<file path="config.mk">
export PLATFORM = sky130hd
export DESIGN_NAME = rnk_cell
export DESIGN_NICKNAME = d
export VERILOG_FILES = /design/src/rtl/rnk_pkg.sv /design/src/rtl/rnk_cell.sv
export SDC_FILE = /design/constraint.sdc
export NUM_CORES = 1
export LEC_CHECK = 0
export ABC_AREA = 1
export BUFFER_PORTS_ARGS = -buffer_cell sky130_fd_sc_hd__buf_2
export CAP_MARGIN = 10
export CORE_MARGIN = 1
export CORE_UTILIZATION = 35
export CTS_BUF_LIST = sky130_fd_sc_hd__clkbuf_4 sky130_fd_sc_hd__clkbuf_8
export CTS_CLUSTER_SIZE = 24
export DETAILED_ROUTE_END_ITERATION = 8
export PLACE_DENSITY = 0.63
export SLEW_MARGIN = 20
export SYNTH_ARGS = -nofsm -noshare
export SYNTH_HDL_FRONTEND = slang
export SYNTH_SLANG_ARGS = --single-unit
</file>
<file path="constraint.sdc">
create_clock -name clk -period 5 [get_ports clk]
set_input_delay 1 -clock clk [delete_from_list [all_inputs] [get_ports clk]]
set_output_delay 1 -clock clk [all_outputs]
set_load 0.03 [all_outputs]
</file>
<file path="src/rtl/rnk_pkg.sv">
// Shared constants and types for the rank normalizer.
// Used by rnk_cell, rank_normalizer and rnk_checker; depends on nothing.

package rnk_pkg;

    localparam int MAX_ELEMENTS = 64;
    localparam int VALUE_W      = 32;
    localparam int RANK_W       = 6;
    localparam int COUNT_W      = $clog2(MAX_ELEMENTS + 1);

    localparam logic [VALUE_W-1:0] SIGN_FLIP = {1'b1, {(VALUE_W-1){1'b0}}};

    typedef struct packed {
        logic               valid;
        logic [VALUE_W-1:0] key;
        logic [RANK_W-1:0]  cnt;
    } tok_t;

endpackage

</file>
<file path="src/rtl/rnk_cell.sv">
// One compare cell of the rank chain: holds a stored key and its running rank.
// Depends on rnk_pkg for the token type and widths.

module rnk_cell (
    input  logic                  clk,
    input  logic                  rst_n,
    input  rnk_pkg::tok_t         tok_in,
    output rnk_pkg::tok_t         tok_out,
    input  logic                  shift,
    input  logic                  occ_in,
    input  logic [rnk_pkg::RANK_W-1:0] rank_in,
    output logic                  occ,
    output logic [rnk_pkg::RANK_W-1:0] rank
);
    import rnk_pkg::*;

    logic               occ_reg;
    logic               occ_next;
    logic [VALUE_W-1:0] key_reg;
    logic [VALUE_W-1:0] key_next;
    logic [RANK_W-1:0]  rank_reg;
    logic [RANK_W-1:0]  rank_next;
    logic               tok_valid_reg;
    logic [VALUE_W-1:0] tok_key_reg;
    logic [RANK_W-1:0]  tok_cnt_reg;
    tok_t               tok_next;

    always_comb
    begin
        occ_next  = occ_reg;
        key_next  = key_reg;
        rank_next = rank_reg;
        tok_next  = tok_in;
        tok_next.valid = 1'b0;
        if (shift)
        begin
            occ_next  = occ_in;
            rank_next = rank_in;
        end
        else if (tok_in.valid)
        begin
            if (occ_reg)
            begin
                tok_next.valid = 1'b1;
                if (key_reg < tok_in.key)
                begin
                    tok_next.cnt = tok_in.cnt + RANK_W'(1);
                end
                else if (tok_in.key < key_reg)
                begin
                    rank_next = rank_reg + RANK_W'(1);
                end
            end
            else
            begin
                occ_next  = 1'b1;
                key_next  = tok_in.key;
                rank_next = tok_in.cnt;
            end
        end
    end

    always_ff @(posedge clk or negedge rst_n)
    begin
        if (!rst_n)
        begin
            occ_reg       <= 1'b0;
            tok_valid_reg <= 1'b0;
        end
        else
        begin
            occ_reg       <= occ_next;
            tok_valid_reg <= tok_next.valid;
        end
    end

    always_ff @(posedge clk)
    begin
        key_reg     <= key_next;
        rank_reg    <= rank_next;
        tok_key_reg <= tok_next.key;
        tok_cnt_reg <= tok_next.cnt;
    end

    assign tok_out = '{valid: tok_valid_reg, key: tok_key_reg, cnt: tok_cnt_reg};
    assign occ     = occ_reg;
    assign rank    = rank_reg;

endmodule

</file>
==> results.yml, run 1 <==
routing:
  drt_pre_antenna_iters: 8
  vias_per_cell: 4.524
  drt_iter0_markers: 94
  ant_nets: 0
  drt-total-wl_mm: 6.135
  wl_per_cell_um: 11.78
  via_count: 2357
  drc: 1
run_status:
  violations: "DRC"
  status: "complete, but fails checks"
power:
  p_switching_mw: 0.3840
  p_int_mw: 1.000
  clkPwrFrac_pct: 35.1
  swShare_pct: 27.74
  peakVddDrop_mv: 0.1918
  power_mw: 1.384
  pwr-share-comb_pct: 13.3
  p_leak_nw: 2.007
  powerDensity_nw_per_um2: 342.7
  p_seq_share_pct: 51.6
synthesis:
  synth_area_per_cell_um2: 10.61
  netlist_area_um2: 3237
  synth_top_area_share_pct: 35.25
  yosysTopAreaCell: "edfxtp_1"
  seq_area_frac_synth_pct: 60.30
  ys_warn_count: 0
  ys_types: 28
  synth_flop_cell: "edfxtp_1"
  async_flop_share_pct: 2.564
  synth_seq_cells: 78
  synth_fp_nets: 388
  synth-edff-count: 38
  synthCells: 305
  synth_area_leaders: "edfxtp_1, dfxtp_1, ha_1"
clock_network:
  cts_resized: 0
  holdBufCountCts: 0
  clk_pin_slew_ns: 0.08
  cts_tree: "done"
  numCtsBuffers: 9
  htree_levels: 3
  cts-root-buf: "clkbuf_8"
  clk_latency_ns: 0.35
  cts_buffer_depth: 2
  clock_sinks: 78
  cts_setup_buffers: 0
worst_setup_path:
  cp-start-kind: "primary input"
  endpoint_kind: "register"
  path_max_fanout: 10
  worst-setup-path-type: "primary input to register"
  crit_required_ns: 4.99
  critPathArrivalTime_ns: 2.63
floorplanning:
  initial_core_util_pct: 36.58
  die-area_um2: 9636
  core-area_um2: 8848
  die-height_um: 98.17
  fp-row-count: 34
  io_pins: 95
  die_x_um: 98.17
finish:
  mostFrequentLayoutCell: "buf_2"
  drive_gt1_share_pct: 29.30
  num-nets-final: 491
  final_cell_mix: "buf_2, nand2_1, inv_1"
  final_cells: 521
  area_growth_syn_to_layout_pct: 24.78
  n_antenna_cell: 0
  num-fill-cells: 859
placement:
  dp.cells: 505
  place_hpwl_mm: 4.583
  port_buffers: 94
  gp_congestion: 0.7750
sta:
  rsz0062_at_grt: "no"
  timing.fmax_mhz: 378.7
  setup_tns_ns: 0
  slew_headroom_pct: 34.31
  setup_viol: 0
  clock_skew_ns: 0.009526
  fin_crit_sh_pct: 52.81
  slew_viol_final: 0
  finalCriticalPeriod_ns: 2.641
  hold_viol_final: 0
  worst_pin_slew_ns: 0.9830
global_route:
  grt_pass1_vias: 2205
  antenna_found_initial: 0
  track_usage_pct: 13.50
  grt_max_degree: 33
  grt_overflow: 0
  grt_pass1_wl_mm: 10.07
hold_path:
  hold_path_class: "primary input to async pin"
flow_run:
  maxCapViolCount: 0
-- metal layers --
| metal | track usage (%) | up-vias | wire length, um |
|---|---|---|---|
| li1 | - | 1207 | - |
| met1 | 17.25 | 1051 | 2847 |
| met2 | 20.75 | 90 | 2721 |
| met3 | 5.440 | 9 | 480 |
| met4 | 4.592 | 0 | 86 |
| met5 | 0 | - | 0 |
-- cell type report --
cell class / instances / area [um^2] / share of cell area [%]
clock buffer: 9 / 123.9 / 3.067
clock inverter: 7 / 77.57 / 1.921
sequential: 78 / 1952 / 48.33
timing repair buffer: 94 / 470.5 / 11.65
inverter: 59 / 221.5 / 5.483
tap: 108 / 135.1 / 3.346
multi-input combinational: 166 / 1059 / 26.21
-- synthesized netlist by cell type (2+ instances only) --
library cell,count
nand4_1,7
dfxtp_1,38
a21oi_1,13
nand2_1,61
nor2_2,4
nand3_1,8
o21ai_0,3
o221ai_1,4
edfxtp_1,38
inv_1,58
dfrtp_1,2
nor2_1,19
ha_1,34
a21oi_2,2
-- power by group through the flow --
stage               logic, mW  clock network [mW]  registers (mW)
CTS                     0.186               0.507           0.715
finish                  0.184               0.486           0.714
detailed placement      0.185                   0           0.729
global route            0.204               0.529           0.718
floorplan              0.0667                   0           0.778
global placement        0.181                   0           0.728
-- final timing paths --
kind | startpoint | to | slack, ns | cells after the start
max reg2reg | key_reg[13] | rank[4] | 2.76 | 9
max in group asynchronous | rst_n | occ | 4.48 | 1
min reg2reg | occ | occ | 0.59 | 2
min in group clk | occ | occ | 0.59 | 2
min | rst_n | tok_valid_reg | 0.43 | 1
max | tok_in[27] | rank[4] | 2.36 | 9
-- worst max-delay path: stages --
cell     delay (ns)
buf_2          0.11
ha_1           0.31
a21oi_2        0.13
nor2_1         0.05
nor2_1         0.08
nand3_1        0.13
a21oi_2        0.19
nand2_4        0.11
a21oi_1        0.51
-- logic make-up (layout without fill, tap and decap cells) --
logic type / after synthesis / in the layout / synth area share, %
AOI/OAI and AO/OA: 26 / 26 / 4.948
xor gates and xnor gates: 2 / 2 / 0.5413
adders and majority gates: 34 / 34 / 13.14
buffers and inverters: 61 / 169 / 7.228
DFF: 78 / 78 / 60.30
and+or+nand+nor: 104 / 104 / 13.84
-- stage by stage --
stage	worst slack [ns]	util [%]	hold slack [ns]	cell area, um^2
floorplan	1.812	-	0.6834	3237
global placement	2.021	43.37	0.5731	3837
detailed placement	1.961	43.37	0.5850	3837
CTS	2.351	45.64	0.4020	4039
global route	2.244	45.64	0.3997	4039
finish	2.359	45.64	0.4252	4039
Note: power is estimated with default switching activity, not from simulation.
==> inputs of run 2 (changes only) <==
--- a/config.mk
+++ b/config.mk
@@ -5,7 +5,7 @@
 export SDC_FILE = /design/constraint.sdc
 export NUM_CORES = 1
 export LEC_CHECK = 0
-export ABC_AREA = 1
+export ABC_AREA = 0
 export BUFFER_PORTS_ARGS = -buffer_cell sky130_fd_sc_hd__buf_2
 export CAP_MARGIN = 10
 export CORE_MARGIN = 1
@@ -13,7 +13,7 @@
 export CTS_BUF_LIST = sky130_fd_sc_hd__clkbuf_4 sky130_fd_sc_hd__clkbuf_8
 export CTS_CLUSTER_SIZE = 24
 export DETAILED_ROUTE_END_ITERATION = 8
-export PLACE_DENSITY = 0.63
+export PLACE_DENSITY = 0.65
 export SLEW_MARGIN = 20
 export SYNTH_ARGS = -nofsm -noshare
 export SYNTH_HDL_FRONTEND = slang
==> constraint.sdc (replaced) <==
create_clock -name clk -period 2.2 [get_ports clk]
set_input_delay 0.44 -clock clk [delete_from_list [all_inputs] [get_ports clk]]
set_output_delay 0.44 -clock clk [all_outputs]
set_load 0.03 [all_outputs]
==> run 2 against run 1 <==
Compared with the run above:
- utilization is 2.5 points higher
- total power is 150% higher
- sequential power is 130% higher
- clock-buffer cell count stayed put
- first-iteration DRC count is 53% lower
- the run now ends clean
- clock power grew to 2.7 times the previous value
- cell count is 1.7% higher
- die area is 2.7% higher
- synthesized cell count is 11% lower
==> results.yml, run 2 <==
run_status:
  status: "complete, no violations"
synthesis:
  synth_area_leaders: "edfxtp_1, dfxtp_1, ha_1"
  synth_seq_cells: 78
  synth_top_area_share_pct: 34.31
  async_flop_share_pct: 2.564
  synth-xor-area-share_pct: 2.107
  muxShareOfSynthArea_pct: 0.6396
  yosys.area_share.simple_pct: 10.91
  ys_types: 45
  synth_fp_nets: 353
  yosysTopAreaCell: "edfxtp_1"
  netlist_area_um2: 3326
  synth_compound_area_share_pct: 10.01
  seq_area_frac_synth_pct: 58.69
  synth_flop_cell: "edfxtp_1"
  synthTopCellsByCount: "dfxtp_1, edfxtp_1, inv_1, ha_1, nand2_1"
  synth_top_family_by_area: "adder cells"
  synth_area_per_cell_um2: 12.32
  synth-edff-count: 38
  synthCells: 270
  synth_fa_ha_area_share_pct: 12.79
  ys_warn_count: 0
routing:
  met3WireLength_um: 354
  wl_met1_mm: 2.858
  highest_layer: "met4"
  via_count: 2406
  vias_per_cell: 4.540
  drt_iter0_markers: 44
  dr_wl_met2_mm: 3.433
  wl_per_cell_um: 12.77
  drt_pre_antenna_iters: 4
  drc: 0
  ant_nets: 0
  drt-total-wl_mm: 6.769
floorplanning:
  die_x_um: 99.48
  initial_core_util_pct: 35.99
  die-area_um2: 9896
  die-height_um: 99.48
  io_pins: 95
  fp-row-count: 35
  core-area_um2: 9240
sta:
  slew_headroom_pct: 78.32
  setup_viol: 0
  hold_viol_final: 0
  fin_crit_sh_pct: 94.94
  clock_skew_ns: 0.009547
  worst_pin_slew_ns: 0.3227
  setup_tns_ns: 0
  worst_slack_ns: 0.1112
  finalCriticalPeriod_ns: 2.089
  timing.fmax_mhz: 478.7
  slew_viol_final: 0
worst_setup_path:
  rr_endpoint: "rank[3]"
  worstRegToRegCells: 9
  worst-setup-path-type: "register to register"
  reg2reg_from: "key_reg[5]"
  reg2reg_slack_ns: 0.11
  cp-start-kind: "register"
  path_max_fanout: 6
  crit_required_ns: 2.25
  endpoint_kind: "register"
  critPathArrivalTime_ns: 2.14
global_route:
  grt_pass1_wl_mm: 10.79
  grt_pass1_vias: 2339
  track_usage_pct: 14.42
  antenna_found_initial: 0
  grt_overflow: 0
  grt_max_degree: 17
finish:
  final_cell_mix: "buf_2, edfxtp_1, dfxtp_1"
  final_cells: 530
  finish.utilization_pct: 48.10
  area_growth_syn_to_layout_pct: 33.63
  num-fill-cells: 853
  regArea_um2: 1952
  drive_gt1_share_pct: 40.15
  n_antenna_cell: 0
  mostFrequentLayoutCell: "buf_2"
  multi_input_area_um2: 1287
  num-nets-final: 479
clock_network:
  clock_sinks: 78
  clk_latency_ns: 0.35
  htree_levels: 3
  cts_tree: "done"
  cts-root-buf: "clkbuf_8"
  cts_buffer_depth: 2
  cts_setup_buffers: 0
  numCtsBuffers: 9
  clk_pin_slew_ns: 0.08
hold_path:
  hp-start: "tok_in[6]"
  holdPathEnd: "tok_key_reg[0]"
  worstHoldPathCells: 1
  hold_path_class: "primary input to register"
power:
  powerDensity_nw_per_um2: 769.7
  p_leak_nw: 2.053
  peakVddDrop_mv: 0.4293
  power_mw: 3.421
placement:
  dp_slack_ns: -0.2167
  gp_congestion: 0.8127
  dp.cells: 513
  place_hpwl_mm: 5.069
  port_buffers: 94
flow_run:
  maxCapViolCount: 0
## run 2: cell count changes after synthesis, moves of 4 or more
cell and delta:
xnor2_1 +5, nor2_1 -12, o21ai_0 +12, o221ai_1 -4, inv_1 -22, nor2_2 -4
nand2_1 -40
## run 2: final cells by class
| class | count | area share [%] |
|---|---|---|
| Timing Repair Buffer | 119 | 14.86 |
| Clock buffer | 9 | 2.787 |
| Sequential cell | 78 | 43.92 |
| Inverter | 37 | 3.125 |
| Multi-Input combinational cell | 151 | 28.97 |
| Clock inverter | 7 | 2.703 |
| Tap cell | 129 | 3.632 |
## run 2: repair_timing
item | 4_1_cts | 5_1_grt
hold buffers | 1 | 0
resized for setup | 5 | 7
setup endpoints to repair | 6 | 10
endpoints found under the hold margin | 2 | 0
cloned | 0 | 0
pin swaps | 4 | 8
## run 2: stage by stage
step / hold slack [ns] / instance area [um^2]
5_1_grt: 0.1896 / 4444
6_report: 0.2145 / 4444
4_1_cts: 0.1931 / 4405
3_5_place_dp: 0.2276 / 4126
3_3_place_gp: 0.2252 / 4126
2_1_floorplan: 0.1444 / 3337
## run 2: cell families after synthesis
logic type / after synthesis
xor gates and xnor gates: 8
and+or+nand+nor: 57
AOI/OAI and AO/OA: 50
adders and majority gates: 34
DFF: 78
muxes: 2
buffers and inverters: 41
## run 2: metal layers
metal / global-route usage, % / vias to the layer above
li1: - / 1212
met1: 16.33 / 1115
met2: 24.52 / 68
met3: 5.692 / 11
met4: 5.430 / 0
met5: 0 / -
## run 2: how the worst max path moves through the flow
stage / slack [ns] / end / from
final: 0.11 / rank[3] / key_reg[5]
after CTS: 0.002 / rank[3] / key_reg[13]
after global routing: -0.02 / rank[4] / key_reg[1]
after detailed placement: -0.22 / rank[4] / tok_in[13]
after global placement: -0.19 / rank[3] / tok_in[13]
after floorplan: 0.04 / rank[0] / tok_in[19]
## run 2: power by group
group	internal, mW	switching [mW]
logic	0.193	0.306
registers	1.60	0.0287
clock network	0.759	0.530
total	2.56	0.865
## run 2: worst max-delay path: stages (launching register included)
cell	delay (ns)
edfxtp_1	0.37
inv_1	0.07
ha_1	0.25
buf_4	0.15
nand4_2	0.09
nor3_2	0.05
a21boi_1	0.12
o31a_1	0.34
o21ai_1	0.12
a21o_2	0.22
==> inputs of run 3 (changes only) <==
--- a/config.mk
+++ b/config.mk
@@ -9,11 +9,11 @@
 export BUFFER_PORTS_ARGS = -buffer_cell sky130_fd_sc_hd__buf_2
 export CAP_MARGIN = 10
 export CORE_MARGIN = 1
-export CORE_UTILIZATION = 35
+export CORE_UTILIZATION = 48
 export CTS_BUF_LIST = sky130_fd_sc_hd__clkbuf_4 sky130_fd_sc_hd__clkbuf_8
 export CTS_CLUSTER_SIZE = 24
 export DETAILED_ROUTE_END_ITERATION = 8
-export PLACE_DENSITY = 0.65
+export PLACE_DENSITY = 0.83
 export SLEW_MARGIN = 20
 export SYNTH_ARGS = -nofsm -noshare
 export SYNTH_HDL_FRONTEND = slang
==> run 3 against run 2 <==
Compared with the run above:
- worst setup slack better by 0.0041 ns
- critical path type unchanged
- worst hold slack better by 0.0078 ns
- largest power group unchanged
- cell count down 12%
- clock power down 10%
- clock skew up 0.0024 ns
- global-route usage up 4.1 points
- critical path depth unchanged
- flip-flop and latch count unchanged
- wire length down 5.7%
- fmax up 0.20%
- non-clock buffer count down 10
- sequential power about the same
- largest cell class unchanged
==> results.yml, run 3 (synthesis results as in run 2) <==
clock_network:
  clk_pin_slew_ns: 0.08
  cts-root-buf: "clkbuf_8"
  clk_latency_ns: 0.34
  cts_setup_buffers: 0
  numCtsBuffers: 9
  clock_sinks: 78
  cts_tree: "done"
  cts_buffer_depth: 2
  htree_levels: 3
worst_setup_path:
  crit_chain: "inv_1 > ha_1 > nand4_2 > buf_4 > nor4b_4 > and2_4 > a21oi_4 > a211o_1 > o2111ai_1"
  critical-path-slowest-cell: "edfxtp_1"
  rr_endpoint: "tok_cnt_reg[0]"
  reg2reg_from: "key_reg[7]"
  max_stage_delay_ns: 0.33
  worst-setup-path-type: "register to register"
  cp-start-kind: "register"
  startpoint: "key_reg[7]"
  endpoint_kind: "register"
  critPathArrivalTime_ns: 2.33
  worstRegToRegCells: 9
  reg2reg_slack_ns: 0.12
  crit_required_ns: 2.44
  path_max_fanout: 7
sta:
  slew_headroom_pct: 66.89
  rsz0062_at_grt: "no"
  setup_viol: 0
  timing.fmax_mhz: 479.7
  finalCriticalPeriod_ns: 2.085
  hold_viol_final: 0
  worst_pin_slew_ns: 0.4967
  clock_skew_ns: 0.01193
  slew_viol_final: 0
  fin_crit_sh_pct: 94.76
finish:
  multi_input_area_um2: 1242
  mostFrequentLayoutCell: "buf_2"
  n_antenna_cell: 0
  num-nets-final: 469
  drive_gt1_share_pct: 36.83
  num-fill-cells: 514
  area_growth_syn_to_layout_pct: 27.31
  final_cell_mix: "buf_2, edfxtp_1, dfxtp_1"
  regArea_um2: 1952
  stdcell_area_um2: 4234
  finish.utilization_pct: 64.83
routing:
  drc: 0
  ant_nets: 0
  via_count: 2340
  vias_per_cell: 5.000
  wl_per_cell_um: 13.64
  drt_iter0_markers: 38
  drt_pre_antenna_iters: 4
  drt-total-wl_mm: 6.384
global_route:
  track_usage_pct: 18.53
  grt_max_degree: 33
  antenna_found_initial: 0
  grt_overflow: 0
  grt_pass1_vias: 2323
  grt_pass1_wl_mm: 10.20
floorplanning:
  die-area_um2: 7265
  core-area_um2: 6531
  fp-row-count: 29
  die_x_um: 85.24
  io_pins: 95
  die-height_um: 85.24
  initial_core_util_pct: 50.92
power:
  powerDensity_nw_per_um2: 771.6
  peakVddDrop_mv: 0.4857
  p_leak_nw: 1.996
placement:
  place_hpwl_mm: 4.761
  gp_congestion: 0.7898
  placed_area_um2: 3986
  port_buffers: 94
hold_path:
  holdPathEnd: "tok_key_reg[26]"
  hold_path_class: "primary input to register"
  worstHoldPathCells: 1
  hp-start: "tok_in[32]"
flow_run:
  maxCapViolCount: 0
run_status:
  status: "complete, no violations"
==> run 3: worst max path at each step <==
stage | to | slack [ns] | cells after the start
floorplan | rank[0] | 0.04 | 8
global placement | rank[4] | -0.12 | 7
detailed placement | rank[5] | -0.17 | 8
CTS | tok_cnt_reg[0] | 0.04 | 9
global route | tok_cnt_reg[0] | 0.003 | 9
finish | tok_cnt_reg[0] | 0.12 | 9
==> run 3: report_power, final <==
group / leakage (nW) / internal [mW] / switching, mW
clock network: 0.110 / 0.642 / 0.519
logic: 1.19 / 0.174 / 0.295
registers: 0.700 / 1.60 / 0.0334
==> run 3: area by class of cell <==
class	instances	area share, %
clock buffer	9	2.926
clock inverter	7	2.246
inverter	37	3.280
multi-input combinational	151	29.34
sequential	78	46.10
tap	77	2.275
timing repair buffer	109	13.83
==> run 3: per-layer routing <==
layer / global-route usage (%) / wire [um] / up-vias / part of all wire [%]
met5: 0 / 0 / - / 0
met4: 9.553 / 116 / 0 / 1.8
met3: 4.475 / 299 / 11 / 4.7
met2: 31.96 / 3291 / 71 / 52
met1: 21.45 / 2676 / 1076 / 42
li1: - / - / 1182 / -
==> run 3: what timing repair did <==
action	4_1_cts	5_1_grt
endpoints found under the hold margin	2	0
hold buffers	1	0
setup endpoints to repair	0	7
gates resized for setup	0	4
==> run 3: worst max-delay path, delay by kind of cell, from the launching register on <==
kind / cells / cell delay, ns
AO/OA/AOI/OAI: 3 / 0.46
buffers and inverters: 2 / 0.21
AND/OR/NAND/NOR: 3 / 0.67
adder cells (fa/ha/maj): 1 / 0.32
flip-flops: 1 / 0.33
==> run 3: per-stage QoR <==
| step | setup slack (ns) | setup TNS [ns] | instances | hold WS, ns | power [mW] |
|---|---|---|---|---|---|
| 2_1_floorplan | 0.03559 | 0 | 270 | 0.1444 | 1.956 |
| 3_3_place_gp | -0.1224 | -0.9254 | 451 | 0.2242 | 2.116 |
| 3_5_place_dp | -0.1690 | -1.465 | 451 | 0.2251 | 2.133 |
| 4_1_cts | 0.04147 | 0 | 468 | 0.1984 | 3.297 |
| 5_1_grt | 0.002947 | 0 | 468 | 0.1978 | 3.410 |
| 6_report | 0.1154 | 0 | 468 | 0.2223 | 3.267 |
